### config.mk
export PLATFORM = sky130hd
export DESIGN_NAME = second_order_event_plane_unit
export DESIGN_NICKNAME = d
export VERILOG_FILES = /design/src/rtl/sope_pkg.sv /design/src/rtl/sope_front.sv /design/src/rtl/sope_queue.sv /design/src/rtl/sope_back.sv /design/src/rtl/second_order_event_plane_unit.sv
export SDC_FILE = /design/constraint.sdc
export NUM_CORES = 2
export LEC_CHECK = 0
export BUFFER_PORTS_ARGS = -buffer_cell sky130_fd_sc_hd__buf_2
export CAP_MARGIN = 20
export CORE_MARGIN = 8
export CORE_UTILIZATION = 60
export CTS_BUF_LIST = sky130_fd_sc_hd__clkbuf_2 sky130_fd_sc_hd__clkbuf_4 sky130_fd_sc_hd__clkbuf_8
export CTS_CLUSTER_DIAMETER = 40
export CTS_CLUSTER_SIZE = 30
export DETAILED_ROUTE_END_ITERATION = 7
export HOLD_SLACK_MARGIN = 0.02
export PLACE_DENSITY = 0.77
export SLEW_MARGIN = 20
export SYNTH_ARGS = -nofsm -noshare
export SYNTH_HDL_FRONTEND = slang
export SYNTH_SLANG_ARGS = --single-unit
export TNS_END_PERCENT = 30
### constraint.sdc
create_clock -name clk -period 27.2 [get_ports clk]
set_input_delay 0 -clock clk [delete_from_list [all_inputs] [get_ports clk]]
set_output_delay 0 -clock clk [all_outputs]
set_load 0.05 [all_outputs]
### src/rtl/sope_pkg.sv
// ----------------------------------------------------------------------------
// sope_pkg
// shared types, constants and cordic angle table of the event plane unit
// ----------------------------------------------------------------------------
package sope_pkg;

	localparam int ANGLE_BITS   = 16;
	localparam int CORDIC_STEPS = 30;
	localparam int SUM_W        = 48;
	localparam int QUEUE_DEPTH  = 2;

	localparam logic [14:0] ETA_LIMIT_RST = 15'd4096;
	localparam logic signed [33:0] ROT_GAIN = 34'sh0_26DD3B6A;

	// atan(2^-i) as a fraction of a full turn, 2^32 per turn
	localparam logic [31:0] TURN_ATAN [CORDIC_STEPS] = '{
		32'd536870912, 32'd316933406, 32'd167458907, 32'd85004756, 32'd42667331,
		32'd21354465, 32'd10679838, 32'd5340245, 32'd2670163, 32'd1335087,
		32'd667544, 32'd333772, 32'd166886, 32'd83443, 32'd41722,
		32'd20861, 32'd10430, 32'd5215, 32'd2608, 32'd1304,
		32'd652, 32'd326, 32'd163, 32'd81, 32'd41,
		32'd20, 32'd10, 32'd5, 32'd3, 32'd1
	};

	typedef struct packed {
		logic signed [SUM_W-1:0] qx;
		logic signed [SUM_W-1:0] qy;
	} sums_t;

	typedef struct packed {
		logic full;
		logic empty;
	} q_status_t;

	typedef enum logic [1:0] {
		F_IDLE,
		F_ROT,
		F_ACC
	} front_state_t;

	typedef enum logic [1:0] {
		B_IDLE,
		B_NORM,
		B_VEC,
		B_DONE
	} back_state_t;

endpackage

### src/rtl/sope_front.sv
// ----------------------------------------------------------------------------
// sope_front
// takes tracks, applies the cuts, rotation cordic for cos/sin of 2phi and
// the per-event q-vector sums; hands closed events to the queue
// ----------------------------------------------------------------------------
module sope_front import sope_pkg::*; (
	input  logic                    clk,
	input  logic                    arst_n,
	input  logic                    in_valid,
	output logic                    in_ready,
	input  logic                    present,
	input  logic signed [15:0]      pt,
	input  logic signed [15:0]      phi,
	input  logic signed [15:0]      eta,
	input  logic                    last,
	input  logic [14:0]             eta_limit,
	input  q_status_t               q_stat,
	output logic                    push,
	output sums_t                   push_data
);

	front_state_t state_q, state_d;

	logic signed [33:0] x_q, y_q, z_q;
	logic [4:0]         step_q;
	logic               flip_q;
	logic               last_q;
	logic signed [15:0] pt_q;
	logic signed [SUM_W-1:0] qx_q, qy_q;

	logic               accept;
	logic signed [16:0] abs_eta;
	logic               take;
	logic [31:0]        ang_raw, ang;
	logic               flip;
	logic signed [33:0] xs, ys;
	logic signed [33:0] atan_v;
	logic signed [34:0] xr, yr;
	logic signed [19:0] xt, yt;
	logic signed [16:0] cc, ss, c_fin, s_fin;
	logic signed [32:0] px, py;
	logic signed [SUM_W-1:0] qx_nx, qy_nx;

	assign accept  = in_valid && in_ready;
	assign abs_eta = eta[15] ? -{eta[15], eta} : {eta[15], eta};
	assign take    = present && !pt[15] && (abs_eta <= $signed({2'b00, eta_limit}));

	assign ang_raw = {phi[14:0], 17'd0};
	assign flip    = (ang_raw > 32'h4000_0000) && (ang_raw < 32'hC000_0000);
	assign ang     = flip ? (ang_raw ^ 32'h8000_0000) : ang_raw;

	assign xs     = x_q >>> step_q;
	assign ys     = y_q >>> step_q;
	assign atan_v = $signed({2'b00, TURN_ATAN[step_q]});

	// round half up to q15 and clamp to plus or minus one
	assign xr = {x_q[33], x_q} + 35'sd16384;
	assign yr = {y_q[33], y_q} + 35'sd16384;
	assign xt = xr[34:15];
	assign yt = yr[34:15];
	always_comb begin
		cc = (xt > 20'sd32768) ? 17'sd32768 : (xt < -20'sd32768) ? -17'sd32768 : xt[16:0];
		ss = (yt > 20'sd32768) ? 17'sd32768 : (yt < -20'sd32768) ? -17'sd32768 : yt[16:0];
		c_fin = flip_q ? -cc : cc;
		s_fin = flip_q ? -ss : ss;
	end

	assign px    = $signed({{17{pt_q[15]}}, pt_q}) * $signed({{16{c_fin[16]}}, c_fin});
	assign py    = $signed({{17{pt_q[15]}}, pt_q}) * $signed({{16{s_fin[16]}}, s_fin});
	assign qx_nx = qx_q + {{(SUM_W-33){px[32]}}, px};
	assign qy_nx = qy_q + {{(SUM_W-33){py[32]}}, py};

	// next state
	always_comb begin
		state_d = state_q;
		case (state_q)
			F_IDLE: begin
				if (accept && take) state_d = F_ROT;
			end
			F_ROT: begin
				if (step_q == 5'(CORDIC_STEPS - 1)) state_d = F_ACC;
			end
			F_ACC: state_d = F_IDLE;
			default: state_d = F_IDLE;
		endcase
	end

	// outputs
	always_comb begin
		in_ready  = 1'b0;
		push      = 1'b0;
		push_data = '{qx: qx_q, qy: qy_q};
		case (state_q)
			F_IDLE: begin
				in_ready = !q_stat.full;
				push     = accept && !take && last;
			end
			F_ACC: begin
				push      = last_q;
				push_data = '{qx: qx_nx, qy: qy_nx};
			end
			default: ;
		endcase
	end

	always_ff @(posedge clk or negedge arst_n) begin
		if (!arst_n) begin
			state_q <= F_IDLE;
			step_q  <= '0;
			qx_q    <= '0;
			qy_q    <= '0;
		end else begin
			state_q <= state_d;
			case (state_q)
				F_IDLE: begin
					step_q <= '0;
					if (accept && !take && last) begin
						qx_q <= '0;
						qy_q <= '0;
					end
				end
				F_ROT: step_q <= step_q + 5'd1;
				F_ACC: begin
					qx_q <= last_q ? '0 : qx_nx;
					qy_q <= last_q ? '0 : qy_nx;
				end
				default: ;
			endcase
		end
	end

	always_ff @(posedge clk) begin
		if (state_q == F_IDLE) begin
			x_q    <= ROT_GAIN;
			y_q    <= '0;
			z_q    <= {{2{ang[31]}}, ang};
			flip_q <= flip;
			pt_q   <= pt;
			last_q <= last;
		end else if (state_q == F_ROT) begin
			if (!z_q[33]) begin
				x_q <= x_q - ys;
				y_q <= y_q + xs;
				z_q <= z_q - atan_v;
			end else begin
				x_q <= x_q + ys;
				y_q <= y_q - xs;
				z_q <= z_q + atan_v;
			end
		end
	end

endmodule

### src/rtl/sope_queue.sv
// ----------------------------------------------------------------------------
// sope_queue
// short fifo of closed event sums between front and back
// ----------------------------------------------------------------------------
module sope_queue import sope_pkg::*; (
	input  logic      clk,
	input  logic      arst_n,
	input  logic      push,
	input  sums_t     push_data,
	input  logic      pop,
	output sums_t     pop_data,
	output q_status_t stat,
	output logic [1:0] count
);

	sums_t      mem_q [QUEUE_DEPTH];
	logic       wr_q, rd_q;
	logic [1:0] cnt_q;

	assign pop_data   = mem_q[rd_q];
	assign stat.full  = (cnt_q == 2'(QUEUE_DEPTH));
	assign stat.empty = (cnt_q == 2'd0);
	assign count      = cnt_q;

	always_ff @(posedge clk or negedge arst_n) begin
		if (!arst_n) begin
			wr_q  <= 1'b0;
			rd_q  <= 1'b0;
			cnt_q <= '0;
		end else begin
			if (push) wr_q <= !wr_q;
			if (pop)  rd_q <= !rd_q;
			cnt_q <= cnt_q + {1'b0, push} - {1'b0, pop};
		end
	end

	always_ff @(posedge clk) begin
		if (push) mem_q[wr_q] <= push_data;
	end

endmodule

### src/rtl/sope_back.sv
// ----------------------------------------------------------------------------
// sope_back
// per-event atan2: normalise, vectoring cordic, halve and wrap, output stage
// ----------------------------------------------------------------------------
module sope_back import sope_pkg::*; (
	input  logic                    clk,
	input  logic                    arst_n,
	input  q_status_t               q_stat,
	input  sums_t                   q_data,
	output logic                    pop,
	output logic                    out_valid,
	input  logic                    out_ready,
	output logic signed [15:0]      plane_angle,
	output logic signed [SUM_W-1:0] q_x,
	output logic signed [SUM_W-1:0] q_y
);

	back_state_t state_q, state_d;

	logic signed [63:0] x_q, y_q;
	logic [63:0]        m_q;
	logic [31:0]        z_q;
	logic [4:0]         step_q;
	sums_t              ev_q;
	logic               ov_q;
	logic signed [15:0] plane_q;
	logic signed [SUM_W-1:0] qxo_q, qyo_q;

	logic               is_zero, neg;
	logic signed [63:0] xl, yl, ay;
	logic signed [63:0] xs, ys;
	logic               norm_done, load_out;
	logic signed [32:0] zr;
	logic signed [16:0] pl, pw;

	assign is_zero = (q_data.qx == '0) && (q_data.qy == '0);
	assign neg     = q_data.qx[SUM_W-1];
	assign xl      = neg ? -64'(q_data.qx) : 64'(q_data.qx);
	assign yl      = neg ? -64'(q_data.qy) : 64'(q_data.qy);
	assign ay      = yl[63] ? -yl : yl;

	assign xs        = x_q >>> step_q;
	assign ys        = y_q >>> step_q;
	assign norm_done = m_q[63:59] != 5'd0;

	// halve with rounding, then fold into a half turn
	assign zr = $signed({z_q[31], z_q}) + 33'sd65536;
	assign pl = {zr[32], zr[32:17]};
	always_comb begin
		pw = pl;
		if (pl > 17'sd16384)  pw = pl - 17'sd32768;
		if (pl < -17'sd16384) pw = pl + 17'sd32768;
	end

	// next state
	always_comb begin
		state_d = state_q;
		case (state_q)
			B_IDLE: begin
				if (!q_stat.empty) state_d = is_zero ? B_DONE : B_NORM;
			end
			B_NORM: begin
				if (norm_done) state_d = B_VEC;
			end
			B_VEC: begin
				if (step_q == 5'(CORDIC_STEPS - 1)) state_d = B_DONE;
			end
			B_DONE: begin
				if (!ov_q || out_ready) state_d = B_IDLE;
			end
			default: state_d = B_IDLE;
		endcase
	end

	// outputs
	always_comb begin
		pop      = 1'b0;
		load_out = 1'b0;
		case (state_q)
			B_IDLE: pop = !q_stat.empty;
			B_DONE: load_out = !ov_q || out_ready;
			default: ;
		endcase
	end

	always_ff @(posedge clk or negedge arst_n) begin
		if (!arst_n) begin
			state_q <= B_IDLE;
			ov_q    <= 1'b0;
			step_q  <= '0;
		end else begin
			state_q <= state_d;
			if (load_out)       ov_q <= 1'b1;
			else if (out_ready) ov_q <= 1'b0;
			if (state_q == B_VEC) step_q <= step_q + 5'd1;
			else                  step_q <= '0;
		end
	end

	always_ff @(posedge clk) begin
		case (state_q)
			B_IDLE: begin
				ev_q <= q_data;
				x_q  <= xl;
				y_q  <= yl;
				m_q  <= (xl > ay) ? xl : ay;
				z_q  <= (neg && !is_zero) ? 32'h8000_0000 : 32'd0;
			end
			B_NORM: begin
				if (!norm_done) begin
					x_q <= x_q <<< 1;
					y_q <= y_q <<< 1;
					m_q <= m_q << 1;
				end
			end
			B_VEC: begin
				if (!y_q[63]) begin
					x_q <= x_q + ys;
					y_q <= y_q - xs;
					z_q <= z_q + TURN_ATAN[step_q];
				end else begin
					x_q <= x_q - ys;
					y_q <= y_q + xs;
					z_q <= z_q - TURN_ATAN[step_q];
				end
			end
			default: ;
		endcase
		if (load_out) begin
			plane_q <= pw[15:0];
			qxo_q   <= ev_q.qx;
			qyo_q   <= ev_q.qy;
		end
	end

	assign out_valid   = ov_q;
	assign plane_angle = plane_q;
	assign q_x         = qxo_q;
	assign q_y         = qyo_q;

endmodule

### src/rtl/second_order_event_plane_unit.sv
// ----------------------------------------------------------------------------
// second_order_event_plane_unit
// second-order event plane and q-vector sums from a stream of tracks
// ----------------------------------------------------------------------------
// A track that passes the cuts occupies the input through accept, 30
// rotation cordic steps and one accumulate; skipped tracks and bare end
// markers are taken without leaving the idle state. Closed events wait in a
// two-entry queue for the back end, whose atan2 (load, normalising shifts,
// 30 vectoring steps and output) runs alongside the front end; the input is
// ready only while the front end is idle and that queue is not full. eta_limit may be
// written at any cycle and takes effect for items accepted afterwards.
module second_order_event_plane_unit import sope_pkg::*; (
	input  logic                    clk,
	input  logic                    arst_n,
	input  logic                    cfg_valid,
	output logic                    cfg_ready,
	input  logic [14:0]             cfg_data,
	input  logic                    in_valid,
	output logic                    in_ready,
	input  logic                    present,
	input  logic signed [15:0]      pt,
	input  logic signed [15:0]      phi,
	input  logic signed [15:0]      eta,
	input  logic                    last,
	output logic                    out_valid,
	input  logic                    out_ready,
	output logic signed [15:0]      plane_angle,
	output logic signed [SUM_W-1:0] q_x,
	output logic signed [SUM_W-1:0] q_y
);

	logic [14:0] eta_limit_q;
	q_status_t   q_stat;
	logic        push, pop;
	sums_t       push_data, pop_data;
	logic [1:0]  q_count;

	assign cfg_ready = 1'b1;

	always_ff @(posedge clk or negedge arst_n) begin
		if (!arst_n)        eta_limit_q <= ETA_LIMIT_RST;
		else if (cfg_valid) eta_limit_q <= cfg_data;
	end

	sope_front u_front (
		.clk, .arst_n, .in_valid, .in_ready, .present, .pt, .phi, .eta, .last,
		.eta_limit (eta_limit_q),
		.q_stat, .push, .push_data
	);

	sope_queue u_queue (
		.clk, .arst_n, .push, .push_data, .pop,
		.pop_data, .stat (q_stat), .count (q_count)
	);

	sope_back u_back (
		.clk, .arst_n, .q_stat, .q_data (pop_data), .pop,
		.out_valid, .out_ready, .plane_angle, .q_x, .q_y
	);

	a_q_bound: assert property (@(posedge clk) disable iff (!arst_n)
		q_count <= 2'(QUEUE_DEPTH))
		else $error("event queue overfilled");

	a_no_push_full: assert property (@(posedge clk) disable iff (!arst_n)
		q_stat.full |-> !push)
		else $error("push into full event queue");

	a_angle_range: assert property (@(posedge clk) disable iff (!arst_n)
		out_valid |-> (plane_angle >= -16'sd16384) && (plane_angle <= 16'sd16384))
		else $error("plane angle outside a quarter turn");

	a_ready_full: assert property (@(posedge clk) disable iff (!arst_n)
		in_ready |-> !q_stat.full)
		else $error("input ready with full queue");

endmodule
==> results.py <==
metrics = {
    "worst_setup_path": {
        "end_kind": "register",
        "cp_max_fo": 24,
        "path_common_cell": "a21oi_1",
        "path_class": "reg -> reg",
        "crit_buf_inv": 7,
        "startpoint_type": "register",
        "cp_slowest_cell": "o21ai_2",
        "max_stage_delay_ns": 0.77,
        "crit_arrival_ns": 15.60,
        "required_ns": 27.95,
        "crit_family": "compound AO/OA/AOI/OAI gates",
    },
    "routing": {
        "drc": 0,
        "via_per_inst": 6.538,
        "first_iter_violations": 9898,
        "via_count": 87040,
        "drt_wl_total_um": 320700,
        "avgRoutedWirePerCell_um": 24.09,
        "drtPass1Iterations": 8,
        "drtAntennaViolNets": 0,
    },
    "floorplan": {
        "dieArea_sq_um": 179000,
        "start_util_pct": 60.33,
        "io_pins": 185,
        "core-area_sq_um": 164800,
        "rows": 149,
        "fp.dieH_um": 423.1,
        "die_w_um": 423.1,
    },
    "yosys": {
        "synth-xor-area-share_pct": 7.504,
        "postSynthCellCount": 10980,
        "avgSynthCellArea_sq_um": 9.057,
        "yosysUniqueCellTypes": 109,
        "ys_ff_latch": 874,
        "netlist_area_sq_um": 99420,
        "synth_compound_area_share_pct": 17.16,
        "synth_adder_area_share_pct": 19.20,
        "synth_top_flop_cell": "edfxtp_1",
        "ys_seq_area_share_pct": 25.06,
        "synthMuxAreaShare_pct": 9.436,
        "async_flop_share_pct": 14.87,
        "synth_top_family_by_area": "adder cells",
        "synth_edf_count": 676,
        "ys_warn_count": 0,
        "yosys.area_share.simple_pct": 15.56,
    },
    "layout": {
        "drive_gt1_share_pct": 9.860,
        "final_area_sq_um": 106800,
        "mostFrequentLayoutCells": "nand2_1 (1152), inv_1 (895), nor2_1 (798), edfxtp_1 (676), a21oi_1 (674)",
        "final_common_cell": "nand2_1",
        "area_delta_synth_final_pct": 7.396,
        "fin_nets": 12240,
    },
    "global_route": {
        "grt_max_degree": 177,
        "grt_pass1_wl_um": 490700,
        "grt_overflow_total": 0,
        "grt_pass1_vias": 84700,
        "grt_use_total_pct": 34.45,
        "antenna_found_initial": 18,
    },
    "sta": {
        "post-route-min-period_ns": 14.85,
        "clock_skew_ns": 0.08268,
        "max_freq_ghz": 0.06733,
        "finalCritPeriodShare_pct": 54.61,
        "setup_violations": 0,
        "finalSetupTns_ns": 0,
        "final-hold-violation-count": 0,
        "relSlewSlack_pct": 21.37,
        "rsz0062_at_grt": "false",
        "slew_violations": 0,
        "worstMarginPinSlew_ns": 1.171,
    },
    "clock_network": {
        "cts_htree_levels": 4,
        "cts_buffers": 145,
        "cts_tree": "built",
        "cts_root_buf": "clkbuf_8",
        "postCtsSetupRepairBufs": 0,
        "clkSinkCount": 874,
        "clk-insertion-delay-late_ns": 1.01,
        "post_cts_resize_count": 0,
        "clk_path_buf_depth": 3,
        "clk_pin_slew_ns": 0.10,
    },
    "placement": {
        "place_congestion": 1.014,
        "port_buffers": 182,
        "place_hpwl_um": 240800,
        "placed_area_sq_um": 101800,
    },
    "job": {
        "maxCapViolCount": 0,
    },
    "status": {
        "status": "finished, final reports clean",
    },
    "min_path": {
        "hold_class": "in -> async",
    },
}
==> layout make-up <==
| class | count | area (sq um) |
|---|---|---|
| diodes | 18 | 45.04 |
| fillers | 13490 | 58030 |
| clock inverters | 112 | 1409 |
| repair buffers | 454 | 3344 |
| inverters | 907 | 3408 |
| multi-input cells | 8602 | 68760 |
| well taps | 2189 | 2739 |
| clock buffers | 157 | 2117 |
| flip-flops and latches | 874 | 24950 |
==> synth_stat cells, types with 108 or more instances <==
master	n	area share, %
inv_1	900	3.4
a21oi_1	674	3.4
o22ai_1	134	0.84
nand2_1	1154	4.4
dfrtp_1	129	3.2
nor3_1	160	0.81
xor2_1	332	2.9
mux2_2	121	1.4
mux2i_1	253	2.5
ha_1	630	7.9
a31oi_1	130	0.82
nand2b_1	108	0.68
o21ai_0	599	3.0
and2_1	388	2.4
xnor2_1	518	4.6
edfxtp_1	676	20
clkbuf_1	413	1.6
nand3_1	173	0.87
a21o_1	247	1.9
nor2_1	804	3.0
mux4_2	243	5.5
fa_1	560	11
==> flip-flops by register name (all words and copies together) (netlist names), 2 cells and up <==
| register | flops |
|---|---|
| eta_limit_q | 15 |
| u_back.ev_q | 96 |
| u_back.m_q | 64 |
| u_back.plane_angle | 16 |
| u_back.q_x | 48 |
| u_back.q_y | 48 |
| u_back.state_q | 2 |
| u_back.step_q | 5 |
| u_back.x_q | 64 |
| u_back.y_q | 64 |
| u_back.z_q | 32 |
| u_front.pt_q | 16 |
| u_front.qx_q | 48 |
| u_front.qy_q | 48 |
| u_front.state_q | 2 |
| u_front.step_q | 5 |
| u_front.x_q | 34 |
| u_front.y_q | 34 |
| u_front.z_q | 34 |
| u_queue.count | 2 |
| u_queue.mem_q | 192 |
==> worst paths after layout <==
kind                                       from  slack [ns]  cells after the start                    to
worst max-delay path            u_front.x_q[14]       12.35                     49  u_queue.mem_q[0][93]
worst min-delay path                     arst_n        0.08                      4       eta_limit_q[13]
worst max register to register  u_front.x_q[14]       12.35                     49  u_queue.mem_q[0][93]
worst min register to register  u_back.ev_q[79]        0.40                      0        u_back.q_x[31]
max in group asynchronous                arst_n       26.28                      4          u_queue.rd_q
min in group clk                        phi[11]        0.17                      6       u_front.z_q[32]
==> per-layer routing <==
metal | routed length, um | share of wire (%) | up-vias | global-route usage (%)
met5 | 27 | 0.0084 | - | 0
met4 | 16770 | 5.2 | 4 | 16.16
met3 | 32660 | 10 | 860 | 7.803
met2 | 145100 | 45 | 4551 | 54.35
met1 | 126200 | 39 | 42500 | 45.21
li1 | - | - | 39120 | -
==> logic make-up after synthesis <==
family | Yosys count
mux | 618
simple gates | 3268
compound gates | 2650
flops | 874
buf+inv | 1524
xor+xnor | 851
other cells | 2
fa+ha+maj | 1190
==> worst reg2reg max path, delay by kind of cell, from the launching register on <==
| family | cells | cell delay [ns] |
|---|---|---|
| adders and majority gates | 10 | 4.85 |
| buffers and inverters | 7 | 1.35 |
| xor gates and xnor gates | 2 | 0.86 |
| DFF | 1 | 0.59 |
| AOI/OAI and AO/OA | 20 | 5.26 |
| and+or+nand+nor | 10 | 1.70 |
==> through the flow <==
| step | hold slack [ns] | setup WS [ns] | std cells | util, % |
|---|---|---|---|---|
| final | 0.08456 | 12.35 | 13310 | 64.79 |
| after global routing | 0.06251 | 11.36 | 13300 | 64.77 |
| after CTS | 0.02199 | 12.30 | 13290 | 64.75 |
| after detailed placement | -0.03297 | 12.33 | 12890 | 61.80 |
| after global placement | -0.03450 | 12.62 | 12890 | 61.79 |
| after floorplan | -0.2956 | 14.40 | 11000 | - |
==> repair_timing <==
item	CTS	global route
hold buffers	132	0
endpoints found under the setup margin	0	0
endpoints found under the hold margin	251	0
Power is left out: the tool's default activity adds up to more than one toggle a clock period on the data nets, which glitch-free logic cannot reach.
